[src/rtl/psl_pkg.sv]
// Package for the Pascal subset lexer: transaction types, token kinds, scan modes,
// keyword table and the character class helpers used by the lexer core.
// No dependencies.
package psl_pkg;

    localparam int KEYWORD_COUNT = 8;
    localparam int KW_MAX_LEN    = 10;

    typedef struct packed {
        logic [7:0] ch;
        logic       last;
    } t_in;

    typedef struct packed {
        logic [4:0] kind;
        logic [7:0] text;
        logic       end_of_run;
    } t_out;

    // Token kinds
    localparam logic [4:0] K_EOF     = 5'd0;
    localparam logic [4:0] K_ID      = 5'd1;
    localparam logic [4:0] K_INT     = 5'd2;
    localparam logic [4:0] K_REALC   = 5'd3;
    localparam logic [4:0] K_KW0     = 5'd4;
    localparam logic [4:0] K_ASSIGN  = 5'd12;
    localparam logic [4:0] K_COLON   = 5'd13;
    localparam logic [4:0] K_COMMA   = 5'd14;
    localparam logic [4:0] K_DOT     = 5'd15;
    localparam logic [4:0] K_SEMI    = 5'd16;
    localparam logic [4:0] K_LPAREN  = 5'd17;
    localparam logic [4:0] K_RPAREN  = 5'd18;
    localparam logic [4:0] K_PLUS    = 5'd19;
    localparam logic [4:0] K_MINUS   = 5'd20;
    localparam logic [4:0] K_STAR    = 5'd21;
    localparam logic [4:0] K_SLASH   = 5'd22;
    localparam logic [4:0] K_TEXT    = 5'd23;
    localparam logic [4:0] K_UNKNOWN = 5'd24;

    // Scan modes
    localparam logic [2:0] M_IDLE    = 3'd0;
    localparam logic [2:0] M_IDENT   = 3'd1;
    localparam logic [2:0] M_INT     = 3'd2;
    localparam logic [2:0] M_REAL    = 3'd3;
    localparam logic [2:0] M_COLON   = 3'd4;
    localparam logic [2:0] M_COMMENT = 3'd5;

    localparam logic [7:0] CH_TAB     = 8'd9;
    localparam logic [7:0] CH_NL      = 8'd10;
    localparam logic [3:0] LEN_SAT    = 4'd10;

    // Keywords padded to ten characters, first character in the top byte
    localparam logic [8*KW_MAX_LEN-1:0] KW_TEXT [KEYWORD_COUNT] = '{
        "PROGRAM   ", "PROCEDURE ", "INTEGER   ", "BEGIN     ",
        "REAL      ", "DIV       ", "END       ", "VAR       "
    };
    localparam logic [3:0] KW_LEN [KEYWORD_COUNT] = '{
        4'd7, 4'd9, 4'd7, 4'd5, 4'd4, 4'd3, 4'd3, 4'd3
    };

    // Outcome of a character seen with no token open
    typedef struct packed {
        logic       emit;
        logic [4:0] kind;
        logic [7:0] text;
        logic [2:0] mode;
        logic [7:0] alive;
        logic [3:0] len;
    } t_start;

    function automatic logic is_digit(input logic [7:0] c);
        return (c >= "0") && (c <= "9");
    endfunction

    function automatic logic is_alpha(input logic [7:0] c);
        return ((c >= "a") && (c <= "z")) || ((c >= "A") && (c <= "Z"));
    endfunction

    function automatic logic is_idchar(input logic [7:0] c);
        return is_alpha(c) || is_digit(c) || (c == "_");
    endfunction

    function automatic logic [4:0] punct_kind(input logic [7:0] c);
        logic [4:0] k;
        unique case (c)
            ",":     k = K_COMMA;
            ".":     k = K_DOT;
            ";":     k = K_SEMI;
            "(":     k = K_LPAREN;
            ")":     k = K_RPAREN;
            "+":     k = K_PLUS;
            "-":     k = K_MINUS;
            "*":     k = K_STAR;
            "/":     k = K_SLASH;
            default: k = K_EOF;
        endcase
        return k;
    endfunction

    // Drop keywords that the next identifier character rules out
    function automatic logic [7:0] kw_filter(input logic [7:0] alive, input logic [3:0] len,
                                             input logic [7:0] c);
        logic [7:0] up;
        logic [7:0] res;
        up  = ((c >= "a") && (c <= "z")) ? c - 8'd32 : c;
        res = alive;
        for (int i = 0; i < KEYWORD_COUNT; i++) begin
            if (!((len < KW_LEN[i]) &&
                  (up == KW_TEXT[i][8*KW_MAX_LEN-1 - 8*len -: 8])))
                res[i] = 1'b0;
        end
        return res;
    endfunction

    function automatic logic [3:0] len_inc(input logic [3:0] len);
        return (len < LEN_SAT) ? len + 4'd1 : len;
    endfunction

    // Kind of a finished identifier: first live keyword of matching length
    function automatic logic [4:0] ident_kind(input logic [7:0] alive, input logic [3:0] len);
        logic [4:0] k;
        k = K_ID;
        for (int i = KEYWORD_COUNT - 1; i >= 0; i--) begin
            if (alive[i] && (KW_LEN[i] == len))
                k = K_KW0 + 5'(i);
        end
        return k;
    endfunction

    function automatic t_start start_char(input logic [7:0] c);
        t_start s;
        s.emit  = 1'b0;
        s.kind  = K_EOF;
        s.text  = 8'd0;
        s.mode  = M_IDLE;
        s.alive = '1;
        s.len   = 4'd0;
        if ((c == " ") || (c == CH_TAB) || (c == CH_NL)) begin
            s.emit = 1'b0;
        end else if (is_digit(c)) begin
            s.emit = 1'b1;
            s.kind = K_TEXT;
            s.text = c;
            s.mode = M_INT;
        end else if (is_alpha(c) || (c == "_")) begin
            s.emit  = 1'b1;
            s.kind  = K_TEXT;
            s.text  = c;
            s.mode  = M_IDENT;
            s.alive = kw_filter(8'hFF, 4'd0, c);
            s.len   = 4'd1;
        end else if (c == "{") begin
            s.mode = M_COMMENT;
        end else if (c == ":") begin
            s.mode = M_COLON;
        end else if (punct_kind(c) != K_EOF) begin
            s.emit = 1'b1;
            s.kind = punct_kind(c);
        end else begin
            s.emit = 1'b1;
            s.kind = K_UNKNOWN;
            s.text = c;
        end
        return s;
    endfunction

endpackage

[src/rtl/pascal_subset_lexer_core.sv]
// Pascal subset lexer top level: input register, one-pass token logic, result queue.
// Depends on psl_pkg for transaction types, token kinds, modes and keyword helpers.
//
// Streaming lexer for a small Pascal subset. One source byte enters per input
// transaction, with last marking the final byte of the source. Each byte yields
// zero to four result transactions: the characters of identifiers and numbers
// stream out as text-char results, the token kind follows on the first byte
// that ends the token, and last closes any open token and adds eof. The final
// result of each byte carries end_of_run. Whitespace and brace comments yield
// nothing. Throughput: one input byte per cycle while each byte yields at most one
// result and i_ready is high; a byte with several results holds the next byte until
// its last result leaves the four-entry result queue, which delivers one result per
// cycle while i_ready is high. Bytes with no result pass through without waiting
// for the queue. Lexer state (mode, live keyword mask, identifier length) is updated
// once per processed byte.
module pascal_subset_lexer_core (
    input  logic           i_clk,
    input  logic           i_rst_n,
    input  logic           i_valid,
    output logic           o_ready,
    input  psl_pkg::t_in   i_data,
    output logic           o_valid,
    input  logic           i_ready,
    output psl_pkg::t_out  o_data
);

    // Input register
    logic          r_in_valid;
    psl_pkg::t_in  r_in;

    // Lexer state
    logic [2:0]    r_mode,  n_mode;
    logic [7:0]    r_alive, n_alive;
    logic [3:0]    r_len,   n_len;

    // Result queue, head at entry zero
    psl_pkg::t_out r_buf [4];
    logic [2:0]    r_cnt;

    psl_pkg::t_out v_list [4];
    logic [2:0]    v_n;
    psl_pkg::t_start v_s;
    logic [7:0]    c;

    logic w_pop, w_proc, w_load;

    assign c = r_in.ch;

    // Token logic for the registered byte
    always_comb begin
        for (int k = 0; k < 4; k++) begin
            v_list[k] = '0;
        end
        v_n     = 3'd0;
        n_mode  = r_mode;
        n_alive = r_alive;
        n_len   = r_len;
        v_s     = psl_pkg::start_char(c);

        unique case (r_mode)
            psl_pkg::M_IDENT: begin
                if (psl_pkg::is_idchar(c)) begin
                    v_list[v_n[1:0]] = '{psl_pkg::K_TEXT, c, 1'b0};
                    v_n = v_n + 3'd1;
                    n_alive = psl_pkg::kw_filter(r_alive, r_len, c);
                    n_len   = psl_pkg::len_inc(r_len);
                end else begin
                    v_list[v_n[1:0]] = '{psl_pkg::ident_kind(r_alive, r_len), 8'd0, 1'b0};
                    v_n = v_n + 3'd1;
                    if (v_s.emit) begin
                        v_list[v_n[1:0]] = '{v_s.kind, v_s.text, 1'b0};
                        v_n = v_n + 3'd1;
                    end
                    n_mode  = v_s.mode;
                    n_alive = v_s.alive;
                    n_len   = v_s.len;
                end
            end
            psl_pkg::M_INT: begin
                if (psl_pkg::is_digit(c) || (c == ".")) begin
                    v_list[v_n[1:0]] = '{psl_pkg::K_TEXT, c, 1'b0};
                    v_n = v_n + 3'd1;
                    if (c == ".") n_mode = psl_pkg::M_REAL;
                end else begin
                    v_list[v_n[1:0]] = '{psl_pkg::K_INT, 8'd0, 1'b0};
                    v_n = v_n + 3'd1;
                    if (v_s.emit) begin
                        v_list[v_n[1:0]] = '{v_s.kind, v_s.text, 1'b0};
                        v_n = v_n + 3'd1;
                    end
                    n_mode  = v_s.mode;
                    n_alive = v_s.alive;
                    n_len   = v_s.len;
                end
            end
            psl_pkg::M_REAL: begin
                if (psl_pkg::is_digit(c)) begin
                    v_list[v_n[1:0]] = '{psl_pkg::K_TEXT, c, 1'b0};
                    v_n = v_n + 3'd1;
                end else begin
                    v_list[v_n[1:0]] = '{psl_pkg::K_REALC, 8'd0, 1'b0};
                    v_n = v_n + 3'd1;
                    if (v_s.emit) begin
                        v_list[v_n[1:0]] = '{v_s.kind, v_s.text, 1'b0};
                        v_n = v_n + 3'd1;
                    end
                    n_mode  = v_s.mode;
                    n_alive = v_s.alive;
                    n_len   = v_s.len;
                end
            end
            psl_pkg::M_COLON: begin
                if (c == "=") begin
                    v_list[v_n[1:0]] = '{psl_pkg::K_ASSIGN, 8'd0, 1'b0};
                    v_n = v_n + 3'd1;
                    n_mode = psl_pkg::M_IDLE;
                end else begin
                    v_list[v_n[1:0]] = '{psl_pkg::K_COLON, 8'd0, 1'b0};
                    v_n = v_n + 3'd1;
                    if (v_s.emit) begin
                        v_list[v_n[1:0]] = '{v_s.kind, v_s.text, 1'b0};
                        v_n = v_n + 3'd1;
                    end
                    n_mode  = v_s.mode;
                    n_alive = v_s.alive;
                    n_len   = v_s.len;
                end
            end
            psl_pkg::M_COMMENT: begin
                if (c == "}") n_mode = psl_pkg::M_IDLE;
            end
            default: begin
                if (v_s.emit) begin
                    v_list[v_n[1:0]] = '{v_s.kind, v_s.text, 1'b0};
                    v_n = v_n + 3'd1;
                end
                n_mode  = v_s.mode;
                n_alive = v_s.alive;
                n_len   = v_s.len;
            end
        endcase

        // End of source: close the open token, add eof, return to reset state
        if (r_in.last) begin
            unique case (n_mode)
                psl_pkg::M_IDENT: begin
                    v_list[v_n[1:0]] = '{psl_pkg::ident_kind(n_alive, n_len), 8'd0, 1'b0};
                    v_n = v_n + 3'd1;
                end
                psl_pkg::M_INT: begin
                    v_list[v_n[1:0]] = '{psl_pkg::K_INT, 8'd0, 1'b0};
                    v_n = v_n + 3'd1;
                end
                psl_pkg::M_REAL: begin
                    v_list[v_n[1:0]] = '{psl_pkg::K_REALC, 8'd0, 1'b0};
                    v_n = v_n + 3'd1;
                end
                psl_pkg::M_COLON: begin
                    v_list[v_n[1:0]] = '{psl_pkg::K_COLON, 8'd0, 1'b0};
                    v_n = v_n + 3'd1;
                end
                default: begin
                end
            endcase
            v_list[v_n[1:0]] = '{psl_pkg::K_EOF, 8'd0, 1'b0};
            v_n = v_n + 3'd1;
            n_mode  = psl_pkg::M_IDLE;
            n_alive = '1;
            n_len   = 4'd0;
        end

        // Tag the last result of this byte
        if (v_n != 3'd0) begin
            v_list[v_n[1:0] - 2'd1].end_of_run = 1'b1;
        end
    end

    // Handshake: process when the byte makes no result or the queue drains this cycle
    assign w_pop   = o_valid && i_ready;
    assign w_proc  = r_in_valid &&
                     ((v_n == 3'd0) || (r_cnt == 3'd0) || ((r_cnt == 3'd1) && w_pop));
    assign w_load  = w_proc && (v_n != 3'd0);
    assign o_ready = !r_in_valid || w_proc;
    assign o_valid = (r_cnt != 3'd0);
    assign o_data  = r_buf[0];

    // Control registers
    always_ff @(posedge i_clk) begin
        if (!i_rst_n) begin
            r_in_valid <= 1'b0;
            r_mode     <= psl_pkg::M_IDLE;
            r_alive    <= '1;
            r_len      <= 4'd0;
            r_cnt      <= 3'd0;
        end else begin
            if (o_ready) r_in_valid <= i_valid;
            if (w_proc) begin
                r_mode  <= n_mode;
                r_alive <= n_alive;
                r_len   <= n_len;
            end
            if (w_load)     r_cnt <= v_n;
            else if (w_pop) r_cnt <= r_cnt - 3'd1;
        end
    end

    // Payload registers: hold the byte, load or advance the result queue
    always_ff @(posedge i_clk) begin
        if (o_ready && i_valid) r_in <= i_data;
        if (w_load) begin
            for (int k = 0; k < 4; k++) begin
                r_buf[k] <= v_list[k];
            end
        end else if (w_pop) begin
            for (int k = 0; k < 3; k++) begin
                r_buf[k] <= r_buf[k + 1];
            end
        end
    end

    // Queue never holds more than one byte's worth of results
    a_cnt_range: assert property (@(posedge i_clk) disable iff (!i_rst_n)
        r_cnt <= 3'd4)
        else $error("result queue count out of range");

    // Keyword mask and length stay at reset values outside an identifier
    a_ident_clear: assert property (@(posedge i_clk) disable iff (!i_rst_n)
        (r_mode != psl_pkg::M_IDENT) |-> ((r_alive == 8'hFF) && (r_len == 4'd0)))
        else $error("identifier state not cleared outside identifier");

    // End of source always yields eof and leaves the lexer idle
    a_last_eof: assert property (@(posedge i_clk) disable iff (!i_rst_n)
        (w_proc && r_in.last) |-> (v_n != 3'd0))
        else $error("end of source without eof");

    a_last_idle: assert property (@(posedge i_clk) disable iff (!i_rst_n)
        (w_proc && r_in.last) |=> (r_mode == psl_pkg::M_IDLE))
        else $error("lexer not idle after end of source");

    // Identifier length saturates
    a_len_sat: assert property (@(posedge i_clk) disable iff (!i_rst_n)
        r_len <= psl_pkg::LEN_SAT)
        else $error("identifier length beyond saturation");

endmodule
[config.mk]
export PLATFORM = sky130hd
export DESIGN_NAME = pascal_subset_lexer_core
export DESIGN_NICKNAME = d
export VERILOG_FILES = /design/src/rtl/psl_pkg.sv /design/src/rtl/pascal_subset_lexer_core.sv
export SDC_FILE = /design/constraint.sdc
export NUM_CORES = 1
export LEC_CHECK = 0
export ABC_CLOCK_PERIOD_IN_PS = 5400
export BUFFER_PORTS_ARGS = -buffer_cell sky130_fd_sc_hd__buf_2
export CORE_ASPECT_RATIO = 0.9
export CORE_MARGIN = 3
export CORE_UTILIZATION = 55
export CTS_BUF_LIST = sky130_fd_sc_hd__clkbuf_4 sky130_fd_sc_hd__clkbuf_8
export DETAILED_ROUTE_END_ITERATION = 10
export GPL_TIMING_DRIVEN = 1
export HOLD_SLACK_MARGIN = 0.08
export PLACE_DENSITY = 0.76
export SKIP_LAST_GASP = 1
export SYNTH_ARGS = -nofsm -noshare
export SYNTH_HDL_FRONTEND = slang
export SYNTH_SLANG_ARGS = --single-unit
[constraint.sdc]
create_clock -name i_clk -period 5.4 [get_ports i_clk]
set_input_delay 0.27 -clock i_clk [delete_from_list [all_inputs] [get_ports i_clk]]
set_output_delay 0.27 -clock i_clk [all_outputs]
set_load 0.05 [all_outputs]
# ---- Word level (Yosys, flattened, before mapping)
# Memory sizes are Yosys's and may differ from the RTL's.
# Index checks and enable logic that the tools add are counted.
dict set report classes {
  n_mux 116
  shifts 8
  add_sub_neg 7
  reduce_logical 53
  eq_ne 52
  n_bitwise 17
  order_cmp 18
  multipliers 0
  div_mod_pow 0
}
# cell count
set op_table {}
lappend op_table {{$shiftx 87x33->8 const A} 8}
lappend op_table {{$pmux 56 s4} 1}
lappend op_table {{$mux 14} 15}
lappend op_table {{$mux 56} 3}
lappend op_table {{$bwmux 56} 2}
lappend op_table {{$mux 5} 22}
lappend op_table {{$eq 8x6->1 const B} 12}
lappend op_table {{$demux 14 s2} 3}
lappend op_table {{$eq 8x7->1 const B} 10}
lappend op_table {{$pmux 14 s5} 1}
lappend op_table {{$eq 8x8->1} 8}
lappend op_table {{$and 56x56->56} 1}
lappend op_table {{$mux 8} 7}
lappend op_table {{$not 56->56} 1}
lappend op_table {{$pmux 14 s4} 1}
lappend op_table {{$and 52x52->52} 1}
lappend op_table {{$not 52->52} 1}
lappend op_table {{$and 48x48->48} 1}
lappend op_table {{$mux 3} 16}
lappend op_table {{$not 48->48} 1}
lappend op_table {{$pmux 5 s9} 1}
lappend op_table {{$and 44x44->44} 1}
lappend op_table {{$not 44->44} 1}
lappend op_table {{$pmux 8 s5} 1}
lappend op_table {{44 further kinds} 152}
dict set report word_totals {
  mem_count 1
  ramBits 56
  romBits 0
  input_bits 13
  latch_bits 0
  ff_bits 28
}
# name words word_bits read_ports rd_ports_with_merged_regs wr line_no
set mem_list {}
lappend mem_list {r_buf 4 14 4 0 4 pascal_subset_lexer_core.sv:37} ;# psl_pkg::t_out r_buf [4];

# ---- Longest topological paths before layout
# Gate-level depths: netlist of run 1.
dict set report depth {
  ltp_word 36
  depth_mapped 21
}

# ---- Worst setup path before layout of run 1
# Ideal clock, no wire load.
dict set report synth_path {
  path_kind {register -> register}
  from {reg r_in, in the netlist c[0]}
  to {reg r_cnt[1]}
  slack_ps -31
  path_stages_with_launch 20
  setup_time_ps 122
  n_path_buf 4
  arrival_time_ps 5309
  path_cell_list {edfxtp_1 -> buf_6 -> nor4_4 -> a21oi_1 -> or3_1 -> buf_4 -> a31o_4 -> a211oi_4 -> xnor2_1 -> clkbuf_1 -> xor2_1 -> inv_1 -> ha_1 -> nand2b_1 -> o21ba_2 -> mux2_4 -> or2_0 -> buf_2 -> nand3b_1 -> o211a_1}
}
dict set report synth_via {
  elab_chain_cells 21
}
# item line_no
set synth_lines {}
lappend synth_lines {{start, declared} pascal_subset_lexer_core.sv:29} ;# psl_pkg::t_in r_in;
lappend synth_lines {{start signal, assigned} pascal_subset_lexer_core.sv:209} ;# if (o_ready && i_valid) r_in <= i_data;
lappend synth_lines {{$ge 8x7->1 or $le 8x7->1 (tied branches)} psl_pkg.sv:76} ;# return ((c >= "a") && (c <= "z")) || ((c >= "A") && (c <= "Z"));
lappend synth_lines {{$logic_and 1x1->1} psl_pkg.sv:76}
lappend synth_lines {{$logic_or 1x1->1} psl_pkg.sv:76}
lappend synth_lines {{$logic_or 1x1->1} psl_pkg.sv:145} ;# end else if (is_alpha(c) || (c == "_")) begin
lappend synth_lines {{$mux 17} psl_pkg.sv:145}
lappend synth_lines {{$mux 17} psl_pkg.sv:140} ;# end else if (is_digit(c)) begin
lappend synth_lines {{$mux 1 or $mux 28 (tied branches)} psl_pkg.sv:138} ;# if ((c == " ") || (c == CH_TAB) || (c == CH_NL)) begin
lappend synth_lines {{$mux 2 (tied with other cells)} n/a}
lappend synth_lines {{[... 4 more ...]} n/a}
lappend synth_lines {{$mux 3} pascal_subset_lexer_core.sv:144} ;# if (r_in.last) begin
lappend synth_lines {{$add 3x1->3} pascal_subset_lexer_core.sv:166} ;# v_n = v_n + 3'd1;
lappend synth_lines {{$mux 3 *} pascal_subset_lexer_core.sv:144}
lappend synth_lines {{$logic_not 3->1} pascal_subset_lexer_core.sv:181} ;# ((v_n == 3'd0) || (r_cnt == 3'd0) || ((r_cnt == 3'd1) && w_pop));
lappend synth_lines {{$logic_or 1x1->1 (2 in series)} pascal_subset_lexer_core.sv:181}
lappend synth_lines {{$logic_and 1x1->1} pascal_subset_lexer_core.sv:180} ;# assign w_proc = r_in_valid &&
lappend synth_lines {{$logic_and 1x1->1} pascal_subset_lexer_core.sv:182} ;# assign w_load = w_proc && (v_n != 3'd0);
lappend synth_lines {{$mux 3 or $reduce_bool 2->1 (tied branches)} n/a}
lappend synth_lines {{end signal, assigned} pascal_subset_lexer_core.sv:202} ;# if (w_load) r_cnt <= v_n;
lappend synth_lines {{end signal, assigned} pascal_subset_lexer_core.sv:203} ;# else if (w_pop) r_cnt <= r_cnt - 3'd1;
lappend synth_lines {{end, declared} pascal_subset_lexer_core.sv:38} ;# logic [2:0] r_cnt;
# Mark *: on every way between the ends. The rest lies on a longest branch, timed or not. The select of a mux whose other input is x is not followed.
# A chain may end at the register's enable or synchronous reset.

==> impl_metrics.toml, run 1 <==
[run_status]
outcome = "completed"

[global_route]
grt_overflow = 0
number_of_antenna_violations_at_the_first_check_in_global_routing = 1
vias_in_the_first_global_route = 6539
wire_length_of_the_first_global_routing_pass_um = 36180
groute.usage.overall_pct = 35.00
grt_start_max_net_pins = 40

[critical_path]
cp.arrival_ns = 5.44
timing_worst_setup_path_type = "reg2reg"
worstReg2RegStart = "c[3]"
critical_path.endpoint_type = "flip-flop"
worstRegToRegCells = 16
critPathBufInv = 2
path_cells = "buf_4, nand2b_1, or4b_1, o21ai_0, o211ai_1, and4_1, nor2_1, xor2_1, inv_1, ha_1, nand2b_1, o21ba_2, mux2_4, or2_0, a311oi_4, a2bb2o_1"
worstReg2RegEnd = "r_buf[0][2]"
setup.worst_path.start_class = "flip-flop"
crit_fanout = 17
timing.critical_path.slowest_stage_cell = "sky130_fd_sc_hd__or4b_1"
critical-path-top-delay-family = "simple AND/OR/NAND/NOR gates"
cp.required_ns = 5.63
crit_path_max_incr_delay_ns = 0.57
timing.reg2reg.setup_slack_ns = 0.19
critical-path-top-cell-by-count = "sky130_fd_sc_hd__nand2b_1"

[timing]
layout_worst_path_cycle_share_pct = 96.50
fin_skew_ns = 0.01181
fin_setup_tns_ns = 0
whs_ns = 0.09343
achievable-frequency_ghz = 0.1919
report.final.setup_viol = 0
maxSlewViolCount = 0
tightestPinTransition_ns = 0.8830
report.final.hold_viol_count = 0
min_period_ns = 5.211
relative_slew_slack_pct = 40.59

[floorplan]
placementRows = 37
effective_utilization_at_floorplan_pct = 57.14
die_h_um = 110.0
core-area_mm2 = 0.01157
floorplan.io_pins = 29
floorplan.die_area_mm2 = 0.01338
die_w_um = 121.6

[flow_run]
number_of_max_capacitance_violations_reported = 0

[detailed_routing]
dr.pass1.iters = 6
final_antenna_net_count = 0
routedWlPerCell_um = 22.76
routed_wirelength_um = 23170
vias_per_cell = 6.987
route.detailed.drc = 0
routed-via-count = 7113
detail_route.iter0.violations = 1184

[min_path]
hold_path_depth = 1
min-delay-path-class = "in2reg"
worst_hold_path.endpoint = "c[3]"
worst_hold_startpoint = "i_data[4]"

[pwr]
static-leakage-power_nw = 2.724
worst_ir_drop_vdd_v = 0.0005213
pwr-share-seq_pct = 33.3
switching_share_pct = 44.41
switching_power_mw = 1.096
combinationalPowerShare_pct = 49.7
power_frac_clock_pct = 16.9
power.density_cell_area_mw_per_mm2 = 338.3
total_power_mw = 2.469
p_int_mw = 1.372

[yosys]
synth-async-reset-ratio_pct = 0
seq_area_frac_synth_pct = 27.10
ys_seq_elements = 66
synthesis.area_mm2 = 0.006613
yosys_warnings = 0
yosys.area.top_type_share_pct = 21.34
synth_largest_area_cell = "sky130_fd_sc_hd__edfxtp_1"
synth_cells = 831
synthTopCellsByArea = "sky130_fd_sc_hd__edfxtp_1 21%, sky130_fd_sc_hd__dfxtp_1 5.8%, sky130_fd_sc_hd__a21oi_1 3.9%"
total_nets_after_synthesis = 864
avgSynthCellArea_um2 = 7.957
yosysUniqueCellTypes = 87
most_used_flip_flop_cell_after_synthesis = "sky130_fd_sc_hd__edfxtp_1"
synth-edff-count = 47

[clocking]
tritoncts_num_sinks = 66
clkTransAtPathRegs_ns = 0.08
cts_max_path_buffers = 2
clock_insertion_delay_worst_skew_ns = 0.37
cts_root_buf = "sky130_fd_sc_hd__clkbuf_8"
cts_buf_count = 9
h-tree-depth = 3
tritoncts = "done"

[placement]
numPortBuffers = 28
place_area_mm2 = 0.007048
detailedPlacementHpwl_um = 17710
finalWeightedCongestion = 1.004

[finish]
antennaDiodeCount = 0
drive_above_1_share_pct = 14.50
ff_latch_area_mm2 = 0.001792
nFillCells = 1036
multi_input_area_mm2 = 0.004449
syn_to_final_growth_pct = 10.37
finish.utilization_pct = 63.06
stdcell_area_mm2 = 0.007298
num-nets-final = 890
[routing by layer]
metal	routed length, um	part of all wire [%]	up-vias	global-route usage, %
li1	-	-	3197	-
met1	9832	42	3358	49.62
met2	9857	43	474	52.54
met3	2858	12	84	9.031
met4	622	2.7	0	10.72
met5	0	0	-	0
[state kept, by name (all words and copies together) (netlist names)]
| signal | cells |
|---|---|
| r_buf | 38 |
| c | 8 |
| r_alive | 8 |
| r_len | 4 |
| r_cnt | 3 |
| r_mode | 3 |
| r_in | 1 |
| r_in_valid | 1 |
[cell usage after synthesis, types with 5 or more instances]
master	instances
sky130_fd_sc_hd__nor2_1	68
sky130_fd_sc_hd__nand2_1	62
sky130_fd_sc_hd__a21oi_1	52
sky130_fd_sc_hd__o21ai_0	52
sky130_fd_sc_hd__edfxtp_1	47
sky130_fd_sc_hd__clkbuf_1	44
sky130_fd_sc_hd__inv_1	34
sky130_fd_sc_hd__nand3_1	28
sky130_fd_sc_hd__xnor2_1	26
sky130_fd_sc_hd__nor2b_1	23
sky130_fd_sc_hd__ha_1	20
sky130_fd_sc_hd__nor3_1	20
sky130_fd_sc_hd__dfxtp_1	19
sky130_fd_sc_hd__nand2b_1	18
sky130_fd_sc_hd__and3_1	16
sky130_fd_sc_hd__o31ai_1	16
sky130_fd_sc_hd__xor2_1	15
sky130_fd_sc_hd__o211ai_1	14
sky130_fd_sc_hd__nand3b_1	13
sky130_fd_sc_hd__and2_1	11
sky130_fd_sc_hd__nand4_1	11
sky130_fd_sc_hd__a31oi_1	10
sky130_fd_sc_hd__o22ai_1	10
sky130_fd_sc_hd__o31a_1	10
sky130_fd_sc_hd__a32oi_1	9
sky130_fd_sc_hd__o41ai_1	9
sky130_fd_sc_hd__buf_2	8
sky130_fd_sc_hd__buf_1	7
sky130_fd_sc_hd__nor3b_1	7
sky130_fd_sc_hd__o21a_1	7
sky130_fd_sc_hd__or2_2	7
sky130_fd_sc_hd__or3b_2	7
sky130_fd_sc_hd__a211oi_1	6
sky130_fd_sc_hd__mux2i_1	6
sky130_fd_sc_hd__nor4_1	6
sky130_fd_sc_hd__a2bb2o_1	5
[power by group through the flow]
stage                     combinational [mW]  clock [mW]  sequential, mW
after floorplan                        0.692           0            1.01
after global placement                  1.16           0           0.827
after detailed placement                1.19           0           0.833
after CTS                               1.19       0.421           0.822
after global routing                    1.31       0.437           0.835
final                                   1.23       0.418           0.823
[worst register-to-register path, delay by kind of cell, from the launching register on]
kind	cells	cell delay, ns
adders and majority gates	1	0.31
muxes	1	0.30
AOI/OAI and AO/OA	5	1.32
buffers and inverters	2	0.43
xor gates and xnor gates	1	0.30
DFF	1	0.54
and+or+nand+nor	6	1.86
[final cells by class]
type	instances	share of cell area (%)
multi-input cells	668	60.96
flip-flops and latches	66	24.55
repair buffers	78	7.475
well taps	156	2.674
clock buffers	10	1.800
inverters	34	1.749
clock inverters	6	0.7886
[cell families (layout without fill, tap and decap cells)]
family	Yosys count	count (layout)	synth area share (%)
and+or+nand+nor	322	322	26.21
AOI/OAI and AO/OA	273	273	29.61
buffers and inverters	97	128	5.903
DFF	66	66	27.10
xor gates and xnor gates	41	41	5.431
adders and majority gates	21	21	3.936
muxes	11	11	1.816
[through the flow]
step           std cells  worst slack, ns
6_report            1018           0.1890
5_1_grt             1018         -0.01414
4_1_cts             1015           0.1342
3_5_place_dp         997           0.1821
3_3_place_gp         997           0.3471
2_1_floorplan        831         0.006301
[worst max-delay path by stage]
stage	from	endpoint	slack, ns	cells after the start
2_1_floorplan	c[0]	r_cnt[1]	0.006	19
3_3_place_gp	c[0]	r_buf[0][5]	0.35	15
3_5_place_dp	c[0]	r_buf[0][2]	0.18	15
4_1_cts	c[0]	r_buf[0][2]	0.13	15
5_1_grt	c[3]	r_buf[1][5]	-0.01	17
6_report	c[3]	r_buf[0][2]	0.19	16
[cell usage in the layout (no fill, tap or decap), types with 11 or more instances in the layout]
master / synthesis / layout
sky130_fd_sc_hd__nor2_1: 68 / 68
sky130_fd_sc_hd__nand2_1: 62 / 62
sky130_fd_sc_hd__a21oi_1: 52 / 52
sky130_fd_sc_hd__o21ai_0: 52 / 52
sky130_fd_sc_hd__edfxtp_1: 47 / 47
sky130_fd_sc_hd__buf_4: 2 / 46
sky130_fd_sc_hd__inv_1: 34 / 34
sky130_fd_sc_hd__nand3_1: 28 / 28
sky130_fd_sc_hd__buf_2: 8 / 28
sky130_fd_sc_hd__xnor2_1: 26 / 25
sky130_fd_sc_hd__nor2b_1: 23 / 23
sky130_fd_sc_hd__nor3_1: 20 / 20
sky130_fd_sc_hd__ha_1: 20 / 20
sky130_fd_sc_hd__dfxtp_1: 19 / 19
sky130_fd_sc_hd__nand2b_1: 18 / 18
sky130_fd_sc_hd__o31ai_1: 16 / 16
sky130_fd_sc_hd__and3_1: 16 / 16
sky130_fd_sc_hd__xor2_1: 15 / 15
sky130_fd_sc_hd__o211ai_1: 14 / 14
sky130_fd_sc_hd__nand3b_1: 13 / 13
sky130_fd_sc_hd__and2_1: 11 / 11
sky130_fd_sc_hd__nand4_1: 11 / 11
[repair_timing]
action / CTS / global route
endpoints found under the hold margin: 2 / 0
endpoints found under the setup margin: 0 / 66
resized for setup: 0 / 2
buffers inserted: 0 / 3
hold buffers: 2 / 0
(Power assumes the default switching activity.)
==> run 2: changes to the inputs <==
--- a/config.mk
+++ b/config.mk
@@ -10,7 +10,6 @@
 export CORE_ASPECT_RATIO = 0.9
 export CORE_MARGIN = 3
 export CORE_UTILIZATION = 55
-export CTS_BUF_LIST = sky130_fd_sc_hd__clkbuf_4 sky130_fd_sc_hd__clkbuf_8
 export DETAILED_ROUTE_END_ITERATION = 10
 export GPL_TIMING_DRIVEN = 1
 export HOLD_SLACK_MARGIN = 0.08
==> impl_metrics.toml, run 2 (synthesized netlist as in run 1, its figures left out) <==
[run_status]
outcome = "completed"

[clocking]
cts_max_path_buffers = 2
tritoncts = "done"
cts_root_buf = "sky130_fd_sc_hd__clkbuf_16"
clock_insertion_delay_worst_skew_ns = 0.34
h-tree-depth = 3
tritoncts_num_sinks = 66
cts_buf_count = 9
clkTransAtPathRegs_ns = 0.06
post_cts_hold_buffer_count = 0

[critical_path]
setup.worst_path.start_class = "flip-flop"
timing_worst_setup_path_type = "reg2reg"
crit_path_max_incr_delay_ns = 0.57
critical-path-top-delay-family = "compound AO/OA/AOI/OAI gates"
critPathBufInv = 1
crit_fanout = 7
cp.arrival_ns = 5.40
cp.required_ns = 5.61
timing.critical_path.slowest_stage_cell = "sky130_fd_sc_hd__or3_1"
path_cells = "nor4_4, a21oi_1, or3_1, a31o_4, a211oi_4, xnor2_2, xor2_1, inv_1, ha_1, nand2b_1, o21ba_2, mux2_4, or2_0, a311oi_4, a2bb2o_1"
worstReg2RegStart = "c[0]"
worstReg2RegEnd = "r_buf[0][2]"
critical_path.endpoint_type = "flip-flop"
timing.reg2reg.setup_slack_ns = 0.21
worstRegToRegCells = 15

[detailed_routing]
final_antenna_net_count = 0
dr.pass1.iters = 6
detail_route.iter0.violations = 1320
routed_wirelength_um = 23080
routedWlPerCell_um = 22.74
routed-via-count = 7116
vias_per_cell = 7.011
route.detailed.drc = 0

[finish]
num-nets-final = 887
layout_commonest_cell = "sky130_fd_sc_hd__nor2_1"
most_frequent_cells_in_the_layout = "68 x sky130_fd_sc_hd__nor2_1, 62 x sky130_fd_sc_hd__nand2_1, 52 x sky130_fd_sc_hd__a21oi_1, 52 x sky130_fd_sc_hd__o21ai_0, 47 x sky130_fd_sc_hd__edfxtp_1"
max_flop_register = "r_buf"
nFillCells = 1030
syn_to_final_growth_pct = 11.43
biggestRegsByFlops = "r_buf x38, c x8, r_alive x8"
multi_input_area_mm2 = 0.004449
number_of_flip_flops_in_the_largest_register = 38
antennaDiodeCount = 0
ff_latch_area_mm2 = 0.001792
drive_above_1_share_pct = 14.32
stdcell_area_mm2 = 0.007368

[flow_run]
number_of_max_capacitance_violations_reported = 0

[timing]
relative_slew_slack_pct = 40.47
maxSlewViolCount = 0
report.final.hold_viol_count = 0
report.final.setup_viol = 0
layout_worst_path_cycle_share_pct = 96.10
fin_setup_tns_ns = 0
min_period_ns = 5.190
tightestPinTransition_ns = 0.8848
achievable-frequency_ghz = 0.1927
fin_skew_ns = 0.006770
rsz0062_at_grt = "no"

[floorplan]
floorplan.die_area_mm2 = 0.01338
core-area_mm2 = 0.01157
placementRows = 37
effective_utilization_at_floorplan_pct = 57.14
floorplan.io_pins = 29
die_h_um = 110.0
die_w_um = 121.6

[min_path]
worst_hold_path.endpoint = "r_in[0]"
min-delay-path-class = "in2reg"
worst_hold_startpoint = "i_data[0]"
hold_path_depth = 1

[global_route]
number_of_antenna_violations_at_the_first_check_in_global_routing = 1
wire_length_of_the_first_global_routing_pass_um = 36170
grt_start_max_net_pins = 40
vias_in_the_first_global_route = 6506
grt_overflow = 0
groute.usage.overall_pct = 35.06

[pwr]
worst_ir_drop_vdd_v = 0.0005259
power.density_cell_area_mw_per_mm2 = 355.9
static-leakage-power_nw = 2.754

[placement]
place_area_mm2 = 0.007048
detailedPlacementHpwl_um = 17710
finalWeightedCongestion = 1.004
numPortBuffers = 28
-- run 2: cell types whose count changed in the layout (fill, tap and decap cells not counted) --
cell                            previous run  this run
sky130_fd_sc_hd__buf_4                    46        45
sky130_fd_sc_hd__dlygate4sd3_1             2         0
sky130_fd_sc_hd__clkbuf_1                  0         1
sky130_fd_sc_hd__clkbuf_4                  1         0
sky130_fd_sc_hd__clkbuf_8                  9         0
sky130_fd_sc_hd__clkbuf_16                 0         9
-- run 2: layout make-up --
cell class,count,share of cell area [%]
Clock buffer,10,3.107
Multi-Input combinational cell,668,60.38
Inverter,34,1.732
Timing Repair Buffer,75,7.030
Tap cell,156,2.649
Sequential cell,66,24.32
Clock inverter,6,0.7811
-- run 2: report_power, final --
part           leakage [nW]  internal (mW)  switching, mW  total (mW)
registers             0.610          0.761         0.0610       0.822
logic                  2.00          0.395          0.831        1.23
clock network         0.142          0.354          0.220       0.574
total                  2.75           1.51           1.11        2.62
-- run 2: metrics by stage --
| step | cells | worst slack (ns) | hold slack, ns | total power [mW] | util (%) |
|---|---|---|---|---|---|
| 2_1_floorplan | 831 | 0.006301 | 0.3462 | 1.698 | - |
| 3_3_place_gp | 997 | 0.3471 | 0.4467 | 1.991 | 60.90 |
| 3_5_place_dp | 997 | 0.1821 | 0.4481 | 2.021 | 60.90 |
| 4_1_cts | 1013 | 0.1412 | 0.09759 | 2.597 | 63.37 |
| 5_1_grt | 1015 | 0.002513 | 0.1048 | 2.745 | 63.66 |
| 6_report | 1015 | 0.2104 | 0.1041 | 2.622 | 63.66 |
-- run 2: metal layers --
metal	up-vias	global-route usage (%)	share of wire [%]
met5	-	0	0.056
li1	3191	-	-
met3	70	8.980	13
met4	2	10.56	2.6
met2	495	52.43	43
met1	3358	49.97	42
-- run 2: how the worst max path moves through the flow --
stage                     start     endpoint  slack [ns]  cells past startpoint
after floorplan            c[0]     r_cnt[1]       0.006                     19
after global placement     c[0]  r_buf[0][5]        0.35                     15
after detailed placement   c[0]  r_buf[0][2]        0.18                     15
after CTS                  c[0]  r_buf[0][2]        0.14                     15
after global routing       c[0]  r_buf[0][2]       0.003                     15
final                      c[0]  r_buf[0][2]        0.21                     15
-- run 2: what timing repair did --
item | in CTS | in global routing
endpoints found under the setup margin | 0 | 65
setup buffers | 0 | 2
resized for setup | 0 | 2
-- run 2: worst reg2reg max path: stages, from the launching register on --
cell and delay (ns):
sky130_fd_sc_hd__edfxtp_1 0.43, sky130_fd_sc_hd__nor4_4 0.46, sky130_fd_sc_hd__a21oi_1 0.26, sky130_fd_sc_hd__or3_1 0.57, sky130_fd_sc_hd__a31o_4 0.31, sky130_fd_sc_hd__a211oi_4 0.33, sky130_fd_sc_hd__xnor2_2 0.25, sky130_fd_sc_hd__xor2_1 0.31
sky130_fd_sc_hd__inv_1 0.11, sky130_fd_sc_hd__ha_1 0.31, sky130_fd_sc_hd__nand2b_1 0.15, sky130_fd_sc_hd__o21ba_2 0.17, sky130_fd_sc_hd__mux2_4 0.30, sky130_fd_sc_hd__or2_0 0.36, sky130_fd_sc_hd__a311oi_4 0.52, sky130_fd_sc_hd__a2bb2o_1 0.22
==> run 3: changes to the inputs <==
--- a/config.mk
+++ b/config.mk
@@ -10,6 +10,7 @@
 export CORE_ASPECT_RATIO = 0.9
 export CORE_MARGIN = 3
 export CORE_UTILIZATION = 55
+export CTS_BUF_LIST = sky130_fd_sc_hd__clkbuf_4
 export DETAILED_ROUTE_END_ITERATION = 10
 export GPL_TIMING_DRIVEN = 1
 export HOLD_SLACK_MARGIN = 0.08
==> impl_metrics.toml, run 3 (synthesized netlist as in run 1, its figures left out) <==
[global_route]
number_of_antenna_violations_at_the_first_check_in_global_routing = 1
wire_length_of_the_first_global_routing_pass_um = 36180
vias_in_the_first_global_route = 6549
grt_start_max_net_pins = 40
groute.usage.overall_pct = 35.04
grt_overflow = 0

[critical_path]
timing.reg2reg.setup_slack_ns = 0.21
cp.arrival_ns = 5.52
critical-path-top-delay-family = "simple AND/OR/NAND/NOR gates"
worstRegToRegCells = 17
timing_worst_setup_path_type = "reg2reg"
setup.worst_path.start_class = "flip-flop"
path_cells = "buf_4, nand2b_1, or4b_1, o21ai_1, o211ai_1, and4_1, nor2_2, ha_1, nor2_1, a21o_1, ha_1, nand2b_1, o21ba_2, mux2_4, or2_0, a311oi_2, a2bb2o_1"
worstReg2RegStart = "c[3]"
crit_path_max_incr_delay_ns = 0.62
critPathBufInv = 1
crit_fanout = 17
timing.critical_path.slowest_stage_cell = "sky130_fd_sc_hd__a311oi_2"
critical_path.endpoint_type = "flip-flop"
worstReg2RegEnd = "r_buf[0][2]"
cp.required_ns = 5.72

[detailed_routing]
final_antenna_net_count = 0
wl_met2_um = 9853
vias_per_cell = 7.003
routed_wirelength_um = 23200
detail_route.iter0.violations = 1224
met3WireLength_um = 3058
routedLengthMet1_um = 9632
route.detailed.drc = 1
maxUsedRoutingLayer = "met5"
dr.pass1.iters = 10
routedWlPerCell_um = 22.63
routed-via-count = 7178

[finish]
syn_to_final_growth_pct = 10.67
antennaDiodeCount = 0
drive_above_1_share_pct = 14.61
stdcell_area_mm2 = 0.007318
number_of_flip_flops_in_the_largest_register = 38
layout_commonest_cell = "sky130_fd_sc_hd__nor2_1"
nFillCells = 1051
most_frequent_cells_in_the_layout = "67 x sky130_fd_sc_hd__nor2_1, 62 x sky130_fd_sc_hd__nand2_1, 52 x sky130_fd_sc_hd__a21oi_1"
biggestRegsByFlops = "r_buf x38, c x8, r_alive x8"
multi_input_area_mm2 = 0.004453
num-nets-final = 897
ff_latch_area_mm2 = 0.001792
max_flop_register = "r_buf"
finish.utilization_pct = 63.23

[placement]
numPortBuffers = 28
pre_cts_ws_ns = 0.1821
detailedPlacementHpwl_um = 17710
place_area_mm2 = 0.007048
finalWeightedCongestion = 1.004

[floorplan]
floorplan.io_pins = 29
placementRows = 37
floorplan.die_area_mm2 = 0.01338
die_h_um = 110.0
die_w_um = 121.6
effective_utilization_at_floorplan_pct = 57.14
core-area_mm2 = 0.01157

[timing]
achievable-frequency_ghz = 0.1926
tightestPinTransition_ns = 0.8843
rsz0062_at_grt = "no"
layout_worst_path_cycle_share_pct = 96.16
relative_slew_slack_pct = 40.51
postLayoutSetupSlackWorst_ns = 0.2072
report.final.hold_viol_count = 0
fin_skew_ns = 0.02048
report.final.setup_viol = 0
maxSlewViolCount = 0
fin_setup_tns_ns = 0
min_period_ns = 5.193

[min_path]
hold_path_depth = 2
worst_hold_path.endpoint = "r_alive[3]"
min-delay-path-class = "in2reg"
worst_hold_startpoint = "i_rst_n"

[flow_run]
number_of_max_capacitance_violations_reported = 0

[pwr]
total_power_mw = 2.386
static-leakage-power_nw = 2.731
worst_ir_drop_vdd_v = 0.0005224
power.density_cell_area_mw_per_mm2 = 326.0

[clocking]
clkTransAtPathRegs_ns = 0.12
tritoncts = "done"
clock_insertion_delay_worst_skew_ns = 0.46
cts_buf_count = 9
cts_root_buf = "sky130_fd_sc_hd__clkbuf_4"
tritoncts_num_sinks = 66
cts_max_path_buffers = 2
h-tree-depth = 3

[run_status]
outcome = "finished with violations"
violations = "DRC"
[run 3: final cells by class]
class / instances / share of cell area, %
clock inverters: 6 / 0.7865
clock buffers: 10 / 1.026
multi-input cells: 668 / 60.85
flip-flops and latches: 66 / 24.48
inverters: 34 / 1.744
well taps: 156 / 2.667
repair buffers: 85 / 8.446
[run 3: what timing repair did]
item / 4_1_cts / 5_1_grt
setup endpoints to repair: 0 / 70
gates resized for setup: 0 / 5
buffers inserted: 0 / 2
hold buffers: 10 / 0
hold endpoints to repair: 10 / 0
[run 3: stage by stage]
stage,hold WS [ns],instances
3_5_place_dp,0.4481,997
6_report,0.1087,1025
2_1_floorplan,0.3462,831
5_1_grt,0.09351,1025
4_1_cts,0.08616,1023
3_3_place_gp,0.4467,997
[run 3: worst reg2reg max path, cell delays in order (launching register included)]
cell	delay [ns]
sky130_fd_sc_hd__edfxtp_1	0.53
sky130_fd_sc_hd__buf_4	0.31
sky130_fd_sc_hd__nand2b_1	0.19
sky130_fd_sc_hd__or4b_1	0.57
sky130_fd_sc_hd__o21ai_1	0.25
sky130_fd_sc_hd__o211ai_1	0.14
sky130_fd_sc_hd__and4_1	0.30
sky130_fd_sc_hd__nor2_2	0.25
sky130_fd_sc_hd__ha_1	0.18
sky130_fd_sc_hd__nor2_1	0.04
sky130_fd_sc_hd__a21o_1	0.20
sky130_fd_sc_hd__ha_1	0.30
sky130_fd_sc_hd__nand2b_1	0.14
sky130_fd_sc_hd__o21ba_2	0.17
sky130_fd_sc_hd__mux2_4	0.30
sky130_fd_sc_hd__or2_0	0.34
sky130_fd_sc_hd__a311oi_2	0.62
sky130_fd_sc_hd__a2bb2o_1	0.24
[run 3: power by group]
group	internal, mW	leakage, nW	total [mW]	switching [mW]
clock network	0.143	0.0759	0.333	0.191
registers	0.759	0.610	0.821	0.0620
logic	0.397	2.04	1.23	0.834
[run 3: worst max path at each step]
| stage | start | to | slack [ns] | cells after the start |
|---|---|---|---|---|
| 2_1_floorplan | c[0] | r_cnt[1] | 0.006 | 19 |
| 3_3_place_gp | c[0] | r_buf[0][5] | 0.35 | 15 |
| 3_5_place_dp | c[0] | r_buf[0][2] | 0.18 | 15 |
| 4_1_cts | c[0] | o_ready | 0.07 | 15 |
| 5_1_grt | c[3] | o_ready | 0.02 | 17 |
| 6_report | c[3] | r_buf[0][2] | 0.21 | 17 |
[run 3: layer usage]
| layer | vias to the layer above | GRT usage [%] |
|---|---|---|
| met5 | - | 0 |
| met4 | 2 | 10.40 |
| met3 | 83 | 9.082 |
| met2 | 500 | 52.62 |
| met1 | 3371 | 49.76 |
| li1 | 3222 | - |
